$ cat src/rtl/aacc_pkg.sv
package aacc_pkg;

   typedef logic [15:0] columns_type;
   typedef logic [1:0] width_type;
   typedef logic [3:0][7:0] char_bytes_type;

   typedef struct packed {
      logic [7:0] in_byte;
      logic       line_last;
   } req_payload_type;

   typedef struct packed {
      logic [7:0] out_byte;
      logic       byte_valid;
      logic       line_end;
   } rsp_payload_type;

   localparam columns_type MAX_COLUMNS_RESET = 16'd80;
   localparam logic [7:0] ESC_CODE = 8'h1B;
   localparam char_bytes_type SGR_RESET = {8'h6D, 8'h30, 8'h5B, 8'h1B};

endpackage

$ cat src/rtl/aacc_if.sv
interface aacc_req_if;
   import aacc_pkg::*;

   logic            valid;
   logic            ready;
   req_payload_type payload;

   modport source (output valid, output payload, input ready);
   modport sink (input valid, input payload, output ready);
endinterface

interface aacc_rsp_if;
   import aacc_pkg::*;

   logic            valid;
   logic            ready;
   rsp_payload_type payload;

   modport source (output valid, output payload, input ready);
   modport sink (input valid, input payload, output ready);
endinterface

$ cat src/rtl/aacc_char_width.sv
module aacc_char_width (
   input  aacc_pkg::char_bytes_type char_bytes,
   input  logic [2:0]               have,
   input  logic [2:0]               need,
   output aacc_pkg::width_type      width
);
   import aacc_pkg::*;

   function automatic width_type cp_width(input logic [20:0] cp);
      width_type w;
      w = 2'd1;
      if ((cp >= 21'h1F300 && cp <= 21'h1FAFF) || (cp >= 21'h20000 && cp <= 21'h3FFFD) ||
          (cp >= 21'h1100 && cp <= 21'h115F) || (cp >= 21'h2E80 && cp <= 21'h303E) ||
          (cp >= 21'h3041 && cp <= 21'h33FF) || (cp >= 21'h3400 && cp <= 21'h4DBF) ||
          (cp >= 21'h4E00 && cp <= 21'h9FFF) || (cp >= 21'hA000 && cp <= 21'hA4CF) ||
          (cp >= 21'hAC00 && cp <= 21'hD7A3) || (cp >= 21'hF900 && cp <= 21'hFAFF) ||
          (cp >= 21'hFE30 && cp <= 21'hFE4F) || (cp >= 21'hFF00 && cp <= 21'hFF60) ||
          (cp >= 21'hFFE0 && cp <= 21'hFFE6) || (cp >= 21'hE000 && cp <= 21'hF8FF) ||
          (cp >= 21'hF0000 && cp <= 21'hFFFFD) || (cp >= 21'h100000 && cp <= 21'h10FFFD)) begin
         w = 2'd2;
      end
      if (cp < 21'h20 || (cp >= 21'h7F && cp < 21'hA0) ||
          (cp >= 21'h300 && cp <= 21'h36F) || (cp >= 21'h200B && cp <= 21'h200F) ||
          (cp >= 21'hFE00 && cp <= 21'hFE0F) || cp == 21'hFEFF) begin
         w = 2'd0;
      end
      return w;
   endfunction

   logic [20:0] cp;
   logic        trail_ok;
   logic        overlong;

   always_comb begin
      trail_ok = (char_bytes[1][7:6] == 2'b10);
      if (need >= 3'd3) begin
         trail_ok = trail_ok && (char_bytes[2][7:6] == 2'b10);
      end
      if (need == 3'd4) begin
         trail_ok = trail_ok && (char_bytes[3][7:6] == 2'b10);
      end
      case (need)
         3'd2: begin
            cp = {10'd0, char_bytes[0][4:0], char_bytes[1][5:0]};
            overlong = (cp < 21'h80);
         end
         3'd3: begin
            cp = {5'd0, char_bytes[0][3:0], char_bytes[1][5:0], char_bytes[2][5:0]};
            overlong = (cp < 21'h800);
         end
         3'd4: begin
            cp = {char_bytes[0][2:0], char_bytes[1][5:0], char_bytes[2][5:0],
                  char_bytes[3][5:0]};
            overlong = (cp < 21'h10000);
         end
         default: begin
            cp = {13'd0, char_bytes[0]};
            overlong = 1'b0;
         end
      endcase

      if (need == 3'd1) begin
         width = char_bytes[0][7] ? 2'd1 : cp_width(cp);
      end else if (have < need || need > 3'd4 || need == 3'd0 || !trail_ok || overlong ||
                   cp > 21'h10FFFF || (cp >= 21'hD800 && cp <= 21'hDFFF)) begin
         width = 2'd1;
      end else begin
         width = cp_width(cp);
      end
   end

endmodule

$ cat src/rtl/ansi_aware_column_clipper.sv
// Channel  Direction  Payload                          Handshake
// req_chan in         in_byte, line_last               valid / ready
// rsp_chan out        out_byte, byte_valid, line_end   valid / ready
// csr_*    in         max_columns (16 bits)            write enable only
//
// Each input byte is accepted and its results, up to eight bytes or one end marker,
// are loaded into a burst register that sends one per cycle while rsp_chan is ready.
// A byte with no result loads nothing into the burst register; a byte with n results
// occupies it until all n are sent, and the next byte is taken as the last one leaves.
// Synchronous reset clears the line state and the burst, and sets the budget to 80.
// A stall on rsp_chan holds the burst and, once it is down to one byte, req_chan.
module ansi_aware_column_clipper (
   input  logic              clock,
   input  logic              reset,
   input  logic              csr_wr_en,
   input  aacc_pkg::columns_type csr_wr_data,
   aacc_req_if.sink          req_chan,
   aacc_rsp_if.source        rsp_chan
);
   import aacc_pkg::*;

   function automatic logic [2:0] lead_len(input logic [7:0] c);
      logic [2:0] n;
      n = 3'd1;
      if (c[7:5] == 3'b110) n = 3'd2;
      if (c[7:4] == 4'b1110) n = 3'd3;
      if (c[7:3] == 5'b11110) n = 3'd4;
      return n;
   endfunction

   columns_type     max_ff;
   logic [16:0]     cols_ff, cols_in;
   logic            in_esc_ff, in_esc_in;
   logic [2:0][7:0] pend_ff, pend_in;
   logic [1:0]      pcnt_ff, pcnt_in;
   logic [2:0]      pexp_ff, pexp_in;
   logic            esc_seen_ff, esc_seen_in;
   logic            budget_ff, budget_in;

   logic [7:0][7:0] bb_ff, bb_in;
   logic [3:0]      cnt_ff, cnt_in;
   logic            marker_ff, marker_in;
   logic            le_ff, le_in;

   logic [7:0]      b;
   logic            last;
   logic            acc;
   logic            rsp_xfer;
   logic            act_esc, act_pend, act_full, act_escstart, act_char;
   logic [2:0]      len;
   logic [2:0][7:0] pend_upd;
   logic [2:0]      pcnt_upd;
   logic [2:0]      pexp_upd;
   logic            complete;
   logic            fin_en;
   char_bytes_type  fin_bytes;
   logic [2:0]      fin_have;
   logic [2:0]      fin_need;
   width_type       fin_width;
   logic [17:0]     cols_sum;
   logic            fit;
   char_bytes_type  body;
   logic [2:0]      nb;
   logic            sgr;
   logic [3:0]      total;
   logic [7:0][7:0] new_bb;
   logic [2:0]      sgr_idx;

   assign b        = req_chan.payload.in_byte;
   assign last     = req_chan.payload.line_last;
   assign acc      = req_chan.valid && req_chan.ready;
   assign rsp_xfer = rsp_chan.valid && rsp_chan.ready;

   assign req_chan.ready = (cnt_ff == 4'd0) || (cnt_ff == 4'd1 && rsp_chan.ready);

   assign rsp_chan.valid              = (cnt_ff != 4'd0);
   assign rsp_chan.payload.out_byte   = bb_ff[0];
   assign rsp_chan.payload.byte_valid = !marker_ff;
   assign rsp_chan.payload.line_end   = le_ff && (cnt_ff == 4'd1);

   always_comb begin
      act_esc      = !budget_ff && in_esc_ff;
      act_pend     = !budget_ff && !in_esc_ff && pexp_ff != 3'd0;
      act_full     = !budget_ff && !in_esc_ff && pexp_ff == 3'd0 &&
                     cols_ff >= {1'b0, max_ff};
      act_escstart = !budget_ff && !in_esc_ff && pexp_ff == 3'd0 && !act_full &&
                     b == ESC_CODE;
      act_char     = !budget_ff && !in_esc_ff && pexp_ff == 3'd0 && !act_full &&
                     b != ESC_CODE;
      len          = lead_len(b);

      pend_upd  = pend_ff;
      pcnt_upd  = {1'b0, pcnt_ff};
      pexp_upd  = pexp_ff;
      complete  = 1'b0;
      fin_en    = 1'b0;
      fin_bytes = '0;
      fin_have  = 3'd0;
      fin_need  = 3'd0;

      if (act_pend) begin
         if (pcnt_ff != 2'd3) begin
            pend_upd[pcnt_ff] = b;
         end
         pcnt_upd = {1'b0, pcnt_ff} + 3'd1;
         complete = (pcnt_upd == pexp_ff);
         if (complete) begin
            fin_bytes          = {8'd0, pend_ff};
            fin_bytes[pcnt_ff] = b;
            fin_en   = 1'b1;
            fin_have = pexp_ff;
            fin_need = pexp_ff;
            pend_upd = '0;
            pcnt_upd = 3'd0;
            pexp_upd = 3'd0;
         end
      end

      if (act_char) begin
         if (len == 3'd1) begin
            fin_en       = 1'b1;
            fin_bytes[0] = b;
            fin_have     = 3'd1;
            fin_need     = 3'd1;
         end else begin
            pend_upd = {8'd0, 8'd0, b};
            pcnt_upd = 3'd1;
            pexp_upd = len;
         end
      end

      // A character cut short by the end of the line is flushed as one column.
      if (last && pexp_upd != 3'd0) begin
         fin_en    = 1'b1;
         fin_bytes = {8'd0, pend_upd};
         fin_have  = pcnt_upd;
         fin_need  = pexp_upd;
      end
   end

   aacc_char_width u_char_width (
      .char_bytes (fin_bytes),
      .have       (fin_have),
      .need       (fin_need),
      .width      (fin_width)
   );

   always_comb begin
      cols_sum    = {1'b0, cols_ff} + {16'd0, fin_width};
      fit         = (cols_sum <= {2'd0, max_ff});

      cols_in     = cols_ff;
      in_esc_in   = in_esc_ff;
      pend_in     = pend_upd;
      pcnt_in     = pcnt_upd[1:0];
      pexp_in     = pexp_upd;
      esc_seen_in = esc_seen_ff || act_escstart;
      budget_in   = budget_ff || act_full;
      body        = '0;
      nb          = 3'd0;

      if (act_esc || act_escstart) begin
         body[0] = b;
         nb      = 3'd1;
      end
      if (act_esc && ((b >= 8'h41 && b <= 8'h5A) || (b >= 8'h61 && b <= 8'h7A))) begin
         in_esc_in = 1'b0;
      end
      if (act_escstart) begin
         in_esc_in = 1'b1;
      end
      if (fin_en) begin
         if (fit) begin
            body    = fin_bytes;
            nb      = fin_have;
            cols_in = cols_sum[16:0];
         end else begin
            budget_in = 1'b1;
         end
      end

      sgr   = last && esc_seen_in;
      total = {1'b0, nb} + (sgr ? 4'd4 : 4'd0);

      new_bb = '0;
      for (int k = 0; k < 8; k++) begin
         sgr_idx = 3'(k) - nb;
         if (k < int'(nb)) begin
            new_bb[k] = body[2'(k)];
         end else if (sgr && sgr_idx < 3'd4) begin
            new_bb[k] = SGR_RESET[sgr_idx[1:0]];
         end
      end

      if (last) begin
         cols_in     = '0;
         in_esc_in   = 1'b0;
         pend_in     = '0;
         pcnt_in     = 2'd0;
         pexp_in     = 3'd0;
         esc_seen_in = 1'b0;
         budget_in   = 1'b0;
      end

      bb_in     = bb_ff;
      cnt_in    = cnt_ff;
      marker_in = marker_ff;
      le_in     = le_ff;
      if (acc && (total != 4'd0 || last)) begin
         bb_in     = new_bb;
         cnt_in    = (total == 4'd0) ? 4'd1 : total;
         marker_in = (total == 4'd0);
         le_in     = last;
      end else if (rsp_xfer) begin
         for (int k = 0; k < 7; k++) begin
            bb_in[k] = bb_ff[k + 1];
         end
         bb_in[7] = 8'd0;
         cnt_in   = cnt_ff - 4'd1;
      end
   end

   always_ff @(posedge clock) begin
      if (reset) begin
         max_ff      <= MAX_COLUMNS_RESET;
         cols_ff     <= '0;
         in_esc_ff   <= 1'b0;
         pend_ff     <= '0;
         pcnt_ff     <= 2'd0;
         pexp_ff     <= 3'd0;
         esc_seen_ff <= 1'b0;
         budget_ff   <= 1'b0;
         cnt_ff      <= 4'd0;
         marker_ff   <= 1'b0;
         le_ff       <= 1'b0;
      end else begin
         if (csr_wr_en) begin
            max_ff <= csr_wr_data;
         end
         if (acc) begin
            cols_ff     <= cols_in;
            in_esc_ff   <= in_esc_in;
            pend_ff     <= pend_in;
            pcnt_ff     <= pcnt_in;
            pexp_ff     <= pexp_in;
            esc_seen_ff <= esc_seen_in;
            budget_ff   <= budget_in;
         end
         cnt_ff    <= cnt_in;
         marker_ff <= marker_in;
         le_ff     <= le_in;
      end
   end

   always_ff @(posedge clock) begin
      bb_ff <= bb_in;
   end

`ifndef SYNTHESIS
   assert property (@(posedge clock) disable iff (reset)
      cnt_ff <= 4'd8)
      else $error("burst register holds more than eight bytes");

   assert property (@(posedge clock) disable iff (reset)
      acc |-> (cnt_ff == 4'd0 || (cnt_ff == 4'd1 && rsp_xfer)))
      else $error("transfer accepted while the burst still has bytes to send");

   assert property (@(posedge clock) disable iff (reset)
      !(budget_ff && in_esc_ff))
      else $error("budget reached inside an escape sequence");

   assert property (@(posedge clock) disable iff (reset)
      pexp_ff != 3'd0 |-> ({1'b0, pcnt_ff} < pexp_ff && !budget_ff && !in_esc_ff))
      else $error("partial character state is inconsistent");

   assert property (@(posedge clock) disable iff (reset)
      (marker_ff && cnt_ff != 4'd0) |-> (cnt_ff == 4'd1 && le_ff))
      else $error("end marker is not a single line-end transfer");
`endif

endmodule

$ cat src/flat_wrapper.sv
// flat-port wrapper written by rule: the top's interface ports become plain ports
module ansi_aware_column_clipper_flat import aacc_pkg::*;
  (clock, reset, csr_wr_en, csr_wr_data, req_chan_valid, req_chan_payload, req_chan_ready, rsp_chan_valid, rsp_chan_payload, rsp_chan_ready);
  aacc_req_if req_chan_i ();
  aacc_rsp_if rsp_chan_i ();
  input  logic clock;
  input  logic reset;
  input  logic csr_wr_en;
  input  aacc_pkg::columns_type csr_wr_data;
  input wire logic [$bits(req_chan_i.valid)-1:0] req_chan_valid;
  input wire logic [$bits(req_chan_i.payload)-1:0] req_chan_payload;
  output wire logic [$bits(req_chan_i.ready)-1:0] req_chan_ready;
  output wire logic [$bits(rsp_chan_i.valid)-1:0] rsp_chan_valid;
  output wire logic [$bits(rsp_chan_i.payload)-1:0] rsp_chan_payload;
  input wire logic [$bits(rsp_chan_i.ready)-1:0] rsp_chan_ready;
  assign req_chan_i.valid = req_chan_valid;
  assign req_chan_i.payload = req_chan_payload;
  assign req_chan_ready = req_chan_i.ready;
  assign rsp_chan_valid = rsp_chan_i.valid;
  assign rsp_chan_payload = rsp_chan_i.payload;
  assign rsp_chan_i.ready = rsp_chan_ready;
  ansi_aware_column_clipper u_core (.clock(clock), .reset(reset), .csr_wr_en(csr_wr_en), .csr_wr_data(csr_wr_data), .req_chan(req_chan_i), .rsp_chan(rsp_chan_i));
endmodule
$ cat config.mk
export PLATFORM = sky130hd
export DESIGN_NAME = ansi_aware_column_clipper_flat
export DESIGN_NICKNAME = d
export VERILOG_FILES = /design/src/rtl/aacc_pkg.sv /design/src/rtl/aacc_if.sv /design/src/rtl/aacc_char_width.sv /design/src/rtl/ansi_aware_column_clipper.sv /design/src/flat_wrapper.sv
export SDC_FILE = /design/constraint.sdc
export NUM_CORES = 1
export LEC_CHECK = 0
export ABC_CLOCK_PERIOD_IN_PS = 31600
export BUFFER_PORTS_ARGS = -buffer_cell sky130_fd_sc_hd__buf_2
export CORE_MARGIN = 5
export CORE_UTILIZATION = 29
export DETAILED_ROUTE_END_ITERATION = 8
export GPL_TIMING_DRIVEN = 0
export HOLD_SLACK_MARGIN = 0.06
export PLACE_DENSITY = 0.54
export SETUP_SLACK_MARGIN = 0.1
export SYNTH_ARGS = -nofsm -noshare
export SYNTH_HDL_FRONTEND = slang
export SYNTH_HIERARCHICAL = 1
export SYNTH_SLANG_ARGS = --single-unit
$ cat constraint.sdc
create_clock -name clock -period 31.6 [get_ports clock]
set_input_delay 1.58 -clock clock [delete_from_list [all_inputs] [get_ports clock]]
set_output_delay 1.58 -clock clock [all_outputs]
set_load 0.05 [all_outputs]
After elaboration in Yosys (flattened, before gate mapping):

Index checks and enable logic that the tools add are counted.

* flip-flop bits (word level): 135
* input bits: 30
* output and inout port bits: 12
* word-level logic and storage cells: 333

* add/sub/neg operators: 12
* order comparisons: 81
* equality and inequality tests: 17
* muxes and demuxes: 101
* reduce and logical (&&, ||, !) cells: 101

Operators by type and width (count)
* $mux W8: 27
* $le A21 B16 Y1 const B: 10
* $ge A21 B16 Y1 const B: 9
* $mux W24: 6
* $bmux W8 S2: 8
* $mux W64: 2
* $mux W32: 3
* $ge A21 B14 Y1 const B: 4
* $le A21 B14 Y1 const B: 3
* $pmux W21 S3: 1
* $mux W3: 19
* $mux W17: 3
* $logic_and A1 B1 Y1: 50
* $bwmux W32: 1
* $logic_or A1 B1 Y1: 32
* $mux W16: 2
* $lt A2 B3 Y1 const B: 9
* $bwmux W24: 1
* $lt A3 B3 Y1 const B: 8
* $eq A21 B16 Y1 const B: 1
* $ge A21 B10 Y1 const B: 1
* $ge A21 B13 Y1 const B: 1
* $ge A21 B15 Y1 const B: 1
* $ge A21 B17 Y1 const B: 1
* other kinds (59): 109

Longest topological paths before layout:

Gate-level depths: netlist (run 1).

* word-level depth: 44
* gate-level depth with buffers: 49

By module:

The synthesis (run 1) kept the hierarchy.

By module, submodules not included
* ansi_aware_column_clipper: instances 1, cells an instance 932, area each 8305.5 um^2, sequential area each 3223.1 um^2
* aacc_char_width: instances 1, cells an instance 291, area each 1925.6 um^2, sequential area each 0.0 um^2

Least setup slack after synthesis (run 1):

Ideal clock, no wire load.

* kind: input -> register
* start: in req_chan_payload[0]
* end: reg u_core.cnt_ff[2]
* data arrival time: 10827 ps
* data required time: 31462 ps
* setup slack: 20635 ps
* cell stages on the path: 42
* path buffers: 7
* path through: clkbuf_1 and2_1 and2_1 a41o_1 buf_4 a21oi_1 o21ai_0 buf_2 buf_2 nor4b_1 a211oi_1 o21ai_1 or3_1 buf_2 nor3_2 nor4_1 o31a_1 or3_1 [... 6 more ...] nand3_1 xnor2_1 ha_1 nand4_1 nor2_1 a211oi_1 o211ai_1 a21oi_1 nand2_2 mux2i_1 buf_4 ha_1 clkbuf_1 nand2_1 o21ai_1 nand2_1 o22ai_1 a211oi_1

* longest elaborated chain between the ends: 34
* elaborated cells on any way between the ends: 137

RTL lines
* start: declaration: line flat_wrapper.sv:11 `input wire logic [$bits(req_chan_i.payload)-1:0] req_chan_payload;`
* $logic_and A1 B1 Y1 *: line ansi_aware_column_clipper.sv:133 `if (last && pexp_upd != 3'd0) begin`
* $mux W3 *: line ansi_aware_column_clipper.sv:133
* net u_core.fin_need[0]: line ansi_aware_column_clipper.sv:58 `logic [2:0] fin_need;`
* $eq A3 B3 Y1 / $eq A3 B2 Y1 (equally long branches): line aacc_char_width.sv:39, aacc_char_width.sv:42
* $pmux W21 S3: line aacc_char_width.sv:42 `case (need)`
* $ge A21 B17 Y1, or another cell as far along: line aacc_char_width.sv:12 `if ((cp >= 21'h1F300 && cp <= 21'h1FAFF) || (cp >= 21'h20000 && cp <= 21'h3FFFD) ||`
* $logic_and A1 B1 Y1: line aacc_char_width.sv:12
* $logic_or A1 B1 Y1 (2 in series): line aacc_char_width.sv:12
* [... 17 more ...]
* net u_core.fin_width[0]: line ansi_aware_column_clipper.sv:59 `width_type fin_width;`
* [... 1 more ...]
* $le A18 B16 Y1 *: line ansi_aware_column_clipper.sv:150 `fit = (cols_sum <= {2'd0, max_ff});`
* $mux W3 *: line ansi_aware_column_clipper.sv:173 `if (fit) begin`
* $mux W3 *: line ansi_aware_column_clipper.sv:172 `if (fin_en) begin`
* $add A3 B4 Y4 *: line ansi_aware_column_clipper.sv:183 `total = {1'b0, nb} + (sgr ? 4'd4 : 4'd0);`
* $reduce_bool A4 Y1: line ansi_aware_column_clipper.sv:209 `if (acc && (total != 4'd0 || last)) begin`
* $logic_or A1 B1 Y1: line ansi_aware_column_clipper.sv:209
* $logic_and A1 B1 Y1: line ansi_aware_column_clipper.sv:209
* $mux W4 / $reduce_bool A2 Y1 (equally long branches)
* end signal: assignment: line ansi_aware_column_clipper.sv:249 `cnt_ff <= cnt_in;`
* end: declaration: line ansi_aware_column_clipper.sv:41 `logic [3:0] cnt_ff, cnt_in;`

The timed path passes the listed nets; every way through them passes the cells marked *.
A chain may end at the register's enable or synchronous reset.

==> results of run 1 <==
cells by family after synthesis:
family,count (synthesis)
adders and majority gates,57
muxes,44
AOI/OAI and AO/OA,350
and+or+nand+nor,469
DFF,131
xor gates and xnor gates,24
buffers and inverters,148
worst reg2reg max path: cells and delay by family (launching register included):
family                   cells  cell delay (ns)
AO/OA/AOI/OAI               15             5.07
buffers and inverters       10             2.91
AND/OR/NAND/NOR             13             2.69
adder cells (fa/ha/maj)      5             1.48
multiplexers                 1             0.35
flip-flops                   1             0.33
XOR/XNOR                     1             0.27
cells in the final DEF, fill, tap and decap left out, types with 6 or more instances in the layout:
cell,instances
nand2b_1,9
nand2_1,107
edfxtp_1,60
nand3_1,30
xnor2_1,19
o32ai_1,12
dfxtp_1,71
nor4_1,24
and3_1,27
a221oi_1,13
o21ai_1,7
o21ai_0,47
a31oi_1,14
mux2i_1,41
nor2_1,125
and2_1,15
clkbuf_1,56
or4_1,10
nor4bb_1,6
o21a_1,8
clkbuf_16,17
buf_4,15
a211oi_1,22
a21o_1,15
buf_2,50
nor4b_1,10
nand4_1,21
o211ai_1,7
nor3_1,31
a21oi_1,69
a22o_1,23
inv_1,55
a221o_1,6
o31ai_1,7
a22oi_1,37
a211o_1,8
ha_1,56
per-stage QoR:
| step | hold WS [ns] | utilization [%] | std cells | worst slack (ns) | power (mW) |
|---|---|---|---|---|---|
| after CTS | 0.499 | 33.4 | 1750 | 18.48 | 0.712 |
| after global routing | 0.530 | 33.4 | 1750 | 17.44 | 0.748 |
| after floorplan | 0.448 | - | 1223 | 20.64 | 0.438 |
| after detailed placement | 0.478 | 31.7 | 1718 | 18.10 | 0.514 |
| final | 0.492 | 33.4 | 1750 | 18.13 | 0.711 |
| after global placement | 0.476 | 31.7 | 1716 | 16.68 | 0.514 |
area by class of cell:
| type | instances | area (sq um) |
|---|---|---|
| timing repair buffer | 40 | 200 |
| clock inverter | 15 | 156 |
| buffer | 92 | 463 |
| multi-input combinational | 944 | 6340 |
| fill | 3652 | 23100 |
| inverter | 56 | 210 |
| tap | 455 | 569 |
| clock buffer | 17 | 425 |
| sequential | 131 | 3220 |
layer usage:
metal,track usage (%),share of wire (%)
met1,25.2,46
met3,3.18,7.5
met2,27.5,45
met5,0,0
met4,4.08,1.4
synth_stat cells, types with 22 or more instances:
library cell,count
o21ai_0,47
nor4_1,24
and3_1,27
nor2_1,125
inv_1,55
nand3_1,30
edfxtp_1,60
mux2i_1,41
a22o_1,23
nor3_1,31
a211oi_1,22
nand2_1,108
clkbuf_1,56
ha_1,56
dfxtp_1,71
a21oi_1,69
a22oi_1,37
state kept, by name, indices dropped and copies added (netlist names):
| name | cells |
|---|---|
| u_core/pexp_ff | 3 |
| u_core/cnt_ff | 4 |
| u_core/max_ff | 16 |
| u_core/marker_ff | 1 |
| u_core/cols_ff | 17 |
| u_core/in_esc_ff | 1 |
| u_core/rsp_chan.payload | 8 |
| u_core/esc_seen_ff | 1 |
| u_core/budget_ff | 1 |
| u_core/pend_ff | 24 |
| u_core/bb_ff | 52 |
| u_core/pcnt_ff | 2 |
| u_core/le_ff | 1 |
where the power goes:
part           leakage [nW]  switching [mW]  internal, mW
clock                 0.280          0.0909         0.105
sequential             1.17          0.0161         0.245
combinational          3.00           0.178        0.0748
total                  4.45           0.285         0.426
final timing paths:
check                      start                to  slack (ns)  cells past startpoint
max          req_chan_payload[6]  u_core/bb_ff[39]       18.13                     41
min                 u_core/le_ff      u_core/le_ff        0.49                      2
max reg2reg    u_core/max_ff[10]  u_core/bb_ff[39]       18.34                     45
min reg2reg         u_core/le_ff      u_core/le_ff        0.49                      2
==> metrics.csv, run 1 <==
metric;value;unit
initial antenna violation count;0;
Ant. Diodes;0;
io pins;42;
Rows;68;
Initial Utilization;29.5;%
CTS tree;yes;
hpwl dp;26600;microns
CP startpoint kind;primary input;
WS Path Type;in -> reg;
slowest CP cell;o21ai_1;
Post-synth top flop;dfxtp_1;
DRT iter0 DRCs;1132;
Async S/R FF share, synth;0;%
Synth Area in Adders;7.04;%
# resized after CTS;0;
Die Y;198;microns
top cells by area, synth;edfxtp_1, dfxtp_1, ha_1, nor2_1, mux2i_1;
Area Overhead vs Synth;13.3;%
setup violators final;0;
mapped cell area;10200;sq um
Critical Path AT;13.72;ns
final hold vios;0;
layout cells sized above 1;11.0;%
worst-margin pin slew;1.27;ns
area share of and/or/nand/nor cells after synthesis;24.1;%
complex-gate fraction of the synthesized area;24.4;%
Final Slew Violations;0;
Total Wirelength;35200;microns
largest family of logic cells by synthesized area;compound AO/OA/AOI/OAI gates;
HP Class;reg -> reg;
core area;34700;sq um
Syn Inst Count;1223;
unrepaired setup endpoints after global routing;no;
DRC;0;
max cap viols;0;
Crit path buffers/inverters;8;
largest net degree at the start of global routing;65;
CP most frequent cell;clkbuf_1;
outcome;complete, no violations;
fmax;74.2;MHz
min Tclk post-route;13.47;ns
# H-tree levels;4;
setup TNS;0;ns
Clk pin slew, worst setup/hold paths;0.07;ns
Hold-fix buffers, CTS;0;
Pleak;4.45;nW
Final ANT Viol Nets;0;
Post-Synth XOR/XNOR Area;2.05;%
CP Data Required Time;31.85;ns
Area after DPL;11000;sq um
Port Buffers;38;
Die Wd;198;microns
mux cell area share after synthesis;4.34;%
GP Congestion;0.912;
wire length of the first global-routing pass;54800;microns
leading area contributor after synthesis;edfxtp_1;
Final period util;42.6;%
Seq cells post-synth;131;
Crit Path Max Fanout;13;
Setup Skew;0.0185;ns
Rel. slew slack;14.9;%
Nets;1369;
DR WL/cell;20.1;microns
grt ovf;0;
clk buf depth;2;
DRT Pass-1 Iters;5;
PwrDens;61.3;nW/um^2
CP peak stage delay;0.61;ns
synth warn;6;
vias in the first global route;9510;
cell family with most CP delay;compound AO/OA/AOI/OAI gates;
top cell type's share of synthesized area;17.6;%
Vias/cell;5.83;
final instance area;11600;sq um
syn_area_per_cell;8.37;sq um
VDD IR max;0.0424;mV
clk root buf;clkbuf_16;
Post-CTS Setup Bufs;0;
syn_nets;1310;
DIE AREA;39100;sq um
Num CTS Buffers;17;
Sink Count;131;
Unique masters post-synth;92;
EDFF count, synth;60;
Via Count;10195;
Clock Latency Late Sink;0.43;ns
Seq/Total Area, Yosys;31.5;%
GRT Total Usage;17.6;%
crit end category;flip-flop;
(Power assumes the default switching activity.)
==> run 2, diff against run 1 <==
--- a/config.mk
+++ b/config.mk
@@ -5,14 +5,15 @@
 export SDC_FILE = /design/constraint.sdc
 export NUM_CORES = 1
 export LEC_CHECK = 0
-export ABC_CLOCK_PERIOD_IN_PS = 31600
+export ABC_AREA = 1
+export ABC_CLOCK_PERIOD_IN_PS = 13200
 export BUFFER_PORTS_ARGS = -buffer_cell sky130_fd_sc_hd__buf_2
 export CORE_MARGIN = 5
 export CORE_UTILIZATION = 29
 export DETAILED_ROUTE_END_ITERATION = 8
 export GPL_TIMING_DRIVEN = 0
 export HOLD_SLACK_MARGIN = 0.06
-export PLACE_DENSITY = 0.54
+export PLACE_DENSITY = 0.53
 export SETUP_SLACK_MARGIN = 0.1
 export SYNTH_ARGS = -nofsm -noshare
 export SYNTH_HDL_FRONTEND = slang
==> constraint.sdc (replaced) <==
create_clock -name clock -period 13.2 [get_ports clock]
set_input_delay 0.66 -clock clock [delete_from_list [all_inputs] [get_ports clock]]
set_output_delay 0.66 -clock clock [all_outputs]
set_load 0.05 [all_outputs]
==> metrics.csv, run 2 <==
metric;value;unit
final hold vios;0;
Setup Skew;0.0103;ns
biggest regs;u_core/bb_ff: 52 flops, u_core/pend_ff: 24 flops, u_core/cols_ff: 17 flops;
core area;37800;sq um
DIE AREA;42300;sq um
Vias/cell;5.01;
hpwl dp;29000;microns
Rel. slew slack;15.4;%
Syn Inst Count;1643;
setup TNS;0;ns
syn_area_per_cell;6.75;sq um
CP peak stage delay;0.98;ns
syn_nets;1730;
Crit Path Max Fanout;10;
leading area contributor after synthesis;edfxtp_1;
wire length of the first global-routing pass;58600;microns
Async S/R FF share, synth;0;%
crit end category;flip-flop;
synth warn;6;
CP Data Required Time;13.43;ns
grt ovf;0;
most frequent cell after synthesis;nand2_1;
outcome;complete, no violations;
pre-CTS setup slack;1.27;ns
top cells by area, synth;edfxtp_1, nand2_1, dfxtp_1, inv_1, ha_1;
GRT Total Usage;17.6;%
Post-CTS Setup Bufs;0;
DRT Pass-1 Iters;5;
# H-tree levels;4;
worst-margin pin slew;1.26;ns
Unique masters post-synth;63;
Ant. Diodes;0;
# resized after CTS;0;
min Tclk post-route;11.78;ns
Die Wd;206;microns
hold_ws;0.458;ns
Layout fillers;4120;
Seq/Total Area, Yosys;29.0;%
Seq cells post-synth;131;
Total Wirelength;37300;microns
Pleak;5.39;nW
HP Class;in -> reg;
Critical Path AT;12.00;ns
setup violators final;0;
Final Slew Violations;0;
largest reg by FF count;u_core/bb_ff;
Initial Utilization;29.4;%
commonest non-fill, non-tap cell in the layout;nand2_1;
Hold-fix buffers, CTS;0;
max reg flops;52;
EDFF count, synth;60;
mapped cell area;11100;sq um
clk root buf;clkbuf_16;
top cells by count, synth;nand2_1, inv_1, nor2_1, nand3_1, o21ai_0;
Area Overhead vs Synth;12.7;%
max cap viols;0;
initial antenna violation count;0;
CP startpoint kind;flip-flop;
CTS tree;yes;
Final WS setup;1.42;ns
CP most frequent cell;nand2_1;
PwrDens;150;nW/um^2
slowest CP cell;o21ai_0;
vias in the first global route;10493;
Num CTS Buffers;17;
VDD IR max;0.106;mV
largest net degree at the start of global routing;68;
Final ANT Viol Nets;0;
top cell type's share of synthesized area;16.2;%
unrepaired setup endpoints after global routing;no;
Sink Count;131;
Clock Latency Late Sink;0.43;ns
WS Path Type;reg -> reg;
clk buf depth;2;
Clk pin slew, worst setup/hold paths;0.06;ns
Rows;71;
io pins;42;
fmax;84.9;MHz
layout cells sized above 1;12.6;%
Via Count;11134;
most frequent cells in the layout;nand2_1, inv_1, nor2_1;
Nets;1788;
Port Buffers;39;
GP Congestion;0.916;
DRC;0;
DRT iter0 DRCs;785;
Die Y;206;microns
Final period util;89.2;%
DR WL/cell;16.8;microns
Post-synth top flop;dfxtp_1;
run 2: per-stage QoR:
| step | total power [mW] | utilization (%) | cells | instance area [sq um] |
|---|---|---|---|---|
| after global routing | 2.00 | 33.1 | 2223 | 12500 |
| after detailed placement | 1.42 | 31.6 | 2193 | 11900 |
| after floorplan | 1.19 | - | 1643 | 11100 |
| after CTS | 1.90 | 33.1 | 2223 | 12500 |
| final | 1.88 | 33.1 | 2223 | 12500 |
| after global placement | 1.42 | 31.6 | 2193 | 11900 |
run 2: kinds of logic (layout without fill, tap and decap cells):
family                     count (synthesis)  count (layout)  share of synthesized area, %
adders and majority gates                 57              57                          6.50
and+or+nand+nor                          861             861                          36.6
muxes                                      7               7                         0.632
AOI/OAI and AO/OA                        293             293                          15.3
DFF                                      131             131                          29.0
xor gates and xnor gates                  19              19                          1.50
buffers and inverters                    275             344                          10.5
run 2: final timing paths:
| path | slack (ns) | startpoint | endpoint | cells after the start |
|---|---|---|---|---|
| worst max-delay path | 1.42 | u_core/cols_ff[11] | u_core/bb_ff[42] | 60 |
| worst min register to register | 0.46 | u_core/pend_ff[4] | u_core/pend_ff[4] | 2 |
| worst min-delay path | 0.46 | csr_wr_data[4] | u_core/max_ff[4] | 3 |
| worst max register to register | 1.42 | u_core/cols_ff[11] | u_core/bb_ff[42] | 60 |
run 2: final cells by class:
type	count	area, sq um	area share (%)
inverters	209	787	6.29
well taps	511	639	5.11
clock buffers	17	425	3.40
plain buffers	66	374	2.99
clock inverters	13	144	1.15
repair buffers	39	195	1.56
flip-flops and latches	131	3220	25.8
multi-input cells	1237	6720	53.7
run 2: layer usage:
layer	global-route usage [%]	wire, microns
met1	23.3	16900
met2	29.5	17300
met3	2.58	2250
met4	5.41	835
met5	0	0
run 2: worst max-delay path: cells and delay by family (launching register included):
kind / cells / cell delay, ns
AOI/OAI and AO/OA: 4 / 1.46
xor gates and xnor gates: 1 / 0.15
adders and majority gates: 5 / 1.49
buffers and inverters: 9 / 1.66
DFF: 1 / 0.45
and+or+nand+nor: 41 / 6.32
run 2: power by group:
part           switching, mW  internal [mW]  total (mW)
clock                  0.181          0.291       0.473
sequential            0.0326          0.605       0.637
combinational          0.557          0.215       0.772
total                  0.771           1.11        1.88
==> run 3, diff against run 2 <==
--- a/config.mk
+++ b/config.mk
@@ -10,10 +10,11 @@
 export BUFFER_PORTS_ARGS = -buffer_cell sky130_fd_sc_hd__buf_2
 export CORE_MARGIN = 5
 export CORE_UTILIZATION = 29
+export CTS_BUF_LIST = sky130_fd_sc_hd__clkbuf_4 sky130_fd_sc_hd__clkbuf_8
 export DETAILED_ROUTE_END_ITERATION = 8
 export GPL_TIMING_DRIVEN = 0
 export HOLD_SLACK_MARGIN = 0.06
-export PLACE_DENSITY = 0.53
+export PLACE_DENSITY = 0.48
 export SETUP_SLACK_MARGIN = 0.1
 export SYNTH_ARGS = -nofsm -noshare
 export SYNTH_HDL_FRONTEND = slang
==> metrics.csv, run 3 (synthesized netlist as in run 2, its figures left out) <==
metric;value;unit
most frequent cells in the layout;nand2_1, inv_1, nor2_1;
Post-CTS Setup Bufs;0;
Final period util;90.3;%
max cap viols;0;
Rows;71;
Final Slew Violations;0;
Area Overhead vs Synth;10.6;%
Die Wd;206;microns
VDD IR max;0.0864;mV
outcome;complete, no violations;
commonest non-fill, non-tap cell in the layout;nand2_1;
DIE AREA;42300;sq um
layout cells sized above 1;12.7;%
Sink Count;131;
clk root buf;clkbuf_8;
max reg flops;52;
Rel. slew slack;5.70;%
Num CTS Buffers;17;
CP Data Required Time;13.39;ns
Setup Skew;0.0203;ns
hpwl dp;29600;microns
CP peak stage delay;0.97;ns
setup TNS;0;ns
Port Buffers;39;
Final ANT Viol Nets;0;
Hold-fix buffers, CTS;0;
slowest CP cell;o21ai_0;
GP Congestion;0.949;
Placed Cells;2193;
setup violators final;0;
cell family with most CP delay;simple AND/OR/NAND/NOR gates;
CP most frequent cell;nand2_1;
Critical Path AT;12.10;ns
Nets;1788;
WS Path Type;reg -> reg;
Clk pin slew, worst setup/hold paths;0.08;ns
HP Class;in -> reg;
# H-tree levels;4;
Pleak;5.27;nW
Final WS setup;1.29;ns
CTS tree;yes;
Crit path buffers/inverters;8;
worst-margin pin slew;1.40;ns
Clock Latency Late Sink;0.47;ns
Total Wirelength;38600;microns
fmax;83.9;MHz
clk buf depth;2;
Die Y;206;microns
Via Count;11166;
GRT Total Usage;18.2;%
# resized after CTS;0;
grt ovf;0;
DRT Pass-1 Iters;5;
DRT iter0 DRCs;960;
biggest regs;u_core/bb_ff: 52 flops, u_core/pend_ff: 24 flops, u_core/cols_ff: 17 flops;
largest net degree at the start of global routing;68;
min Tclk post-route;11.91;ns
unrepaired setup endpoints after global routing;no;
CP startpoint kind;flip-flop;
DRC;0;
Vias/cell;5.02;
Ant. Diodes;0;
pre-CTS setup slack;1.25;ns
Final Non-Filler Cells;2225;
PwrDens;141;nW/um^2
wire length of the first global-routing pass;60400;microns
largest reg by FF count;u_core/bb_ff;
crit end category;flip-flop;
initial antenna violation count;1;
Initial Utilization;29.4;%
io pins;42;
Crit Path Max Fanout;11;
vias in the first global route;10744;
core area;37800;sq um
final hold vios;0;
DR WL/cell;17.3;microns
run 3: metal layers:
layer  part of all wire, %  vias up  track usage, %
li1                      -     5580               -
met4                   3.1        2            6.84
met5                 0.034        -               0
met1                    45     5165            23.8
met2                    47      339            30.5
met3                   4.6       80            2.63
run 3: path summary, 6_finish.rpt:
kind | endpoint | slack, ns | startpoint | cells past startpoint
max | u_core/bb_ff[37] | 1.29 | u_core/cols_ff[12] | 58
min | u_core/max_ff[4] | 0.41 | csr_wr_data[4] | 3
max reg2reg | u_core/bb_ff[37] | 1.29 | u_core/cols_ff[12] | 58
min reg2reg | u_core/le_ff | 0.47 | u_core/le_ff | 2
run 3: worst register-to-register path: cells and delay by family, from the launching register on:
family / cells / cell delay, ns
AO/OA/AOI/OAI: 5 / 1.56
XOR/XNOR: 1 / 0.16
adder cells (fa/ha/maj): 5 / 1.46
buffers and inverters: 8 / 1.40
flip-flops: 1 / 0.45
AND/OR/NAND/NOR: 39 / 6.62
run 3: power breakdown:
part | switching (mW) | internal (mW) | leakage, nW
sequential | 0.0338 | 0.604 | 1.18
combinational | 0.572 | 0.215 | 3.93
clock | 0.177 | 0.133 | 0.168
total | 0.783 | 0.952 | 5.27
run 3: per-stage QoR:
stage	area [sq um]	util, %	power [mW]	hold WS [ns]
final	12300	32.5	1.73	0.411
after global routing	12300	32.5	1.86	0.392
after CTS	12300	32.5	1.75	0.383
after detailed placement	11900	31.6	1.43	0.457
after global placement	11900	31.6	1.44	0.454
after floorplan	11100	-	1.19	0.440
run 3: final cells by class:
class,instances,area [sq um]
sequential,131,3220
buffer,66,374
multi-input combinational,1237,6720
clock buffer,19,249
clock inverter,13,88.8
fill,4219,25500
tap,511,639
inverter,209,787
timing repair buffer,39,195
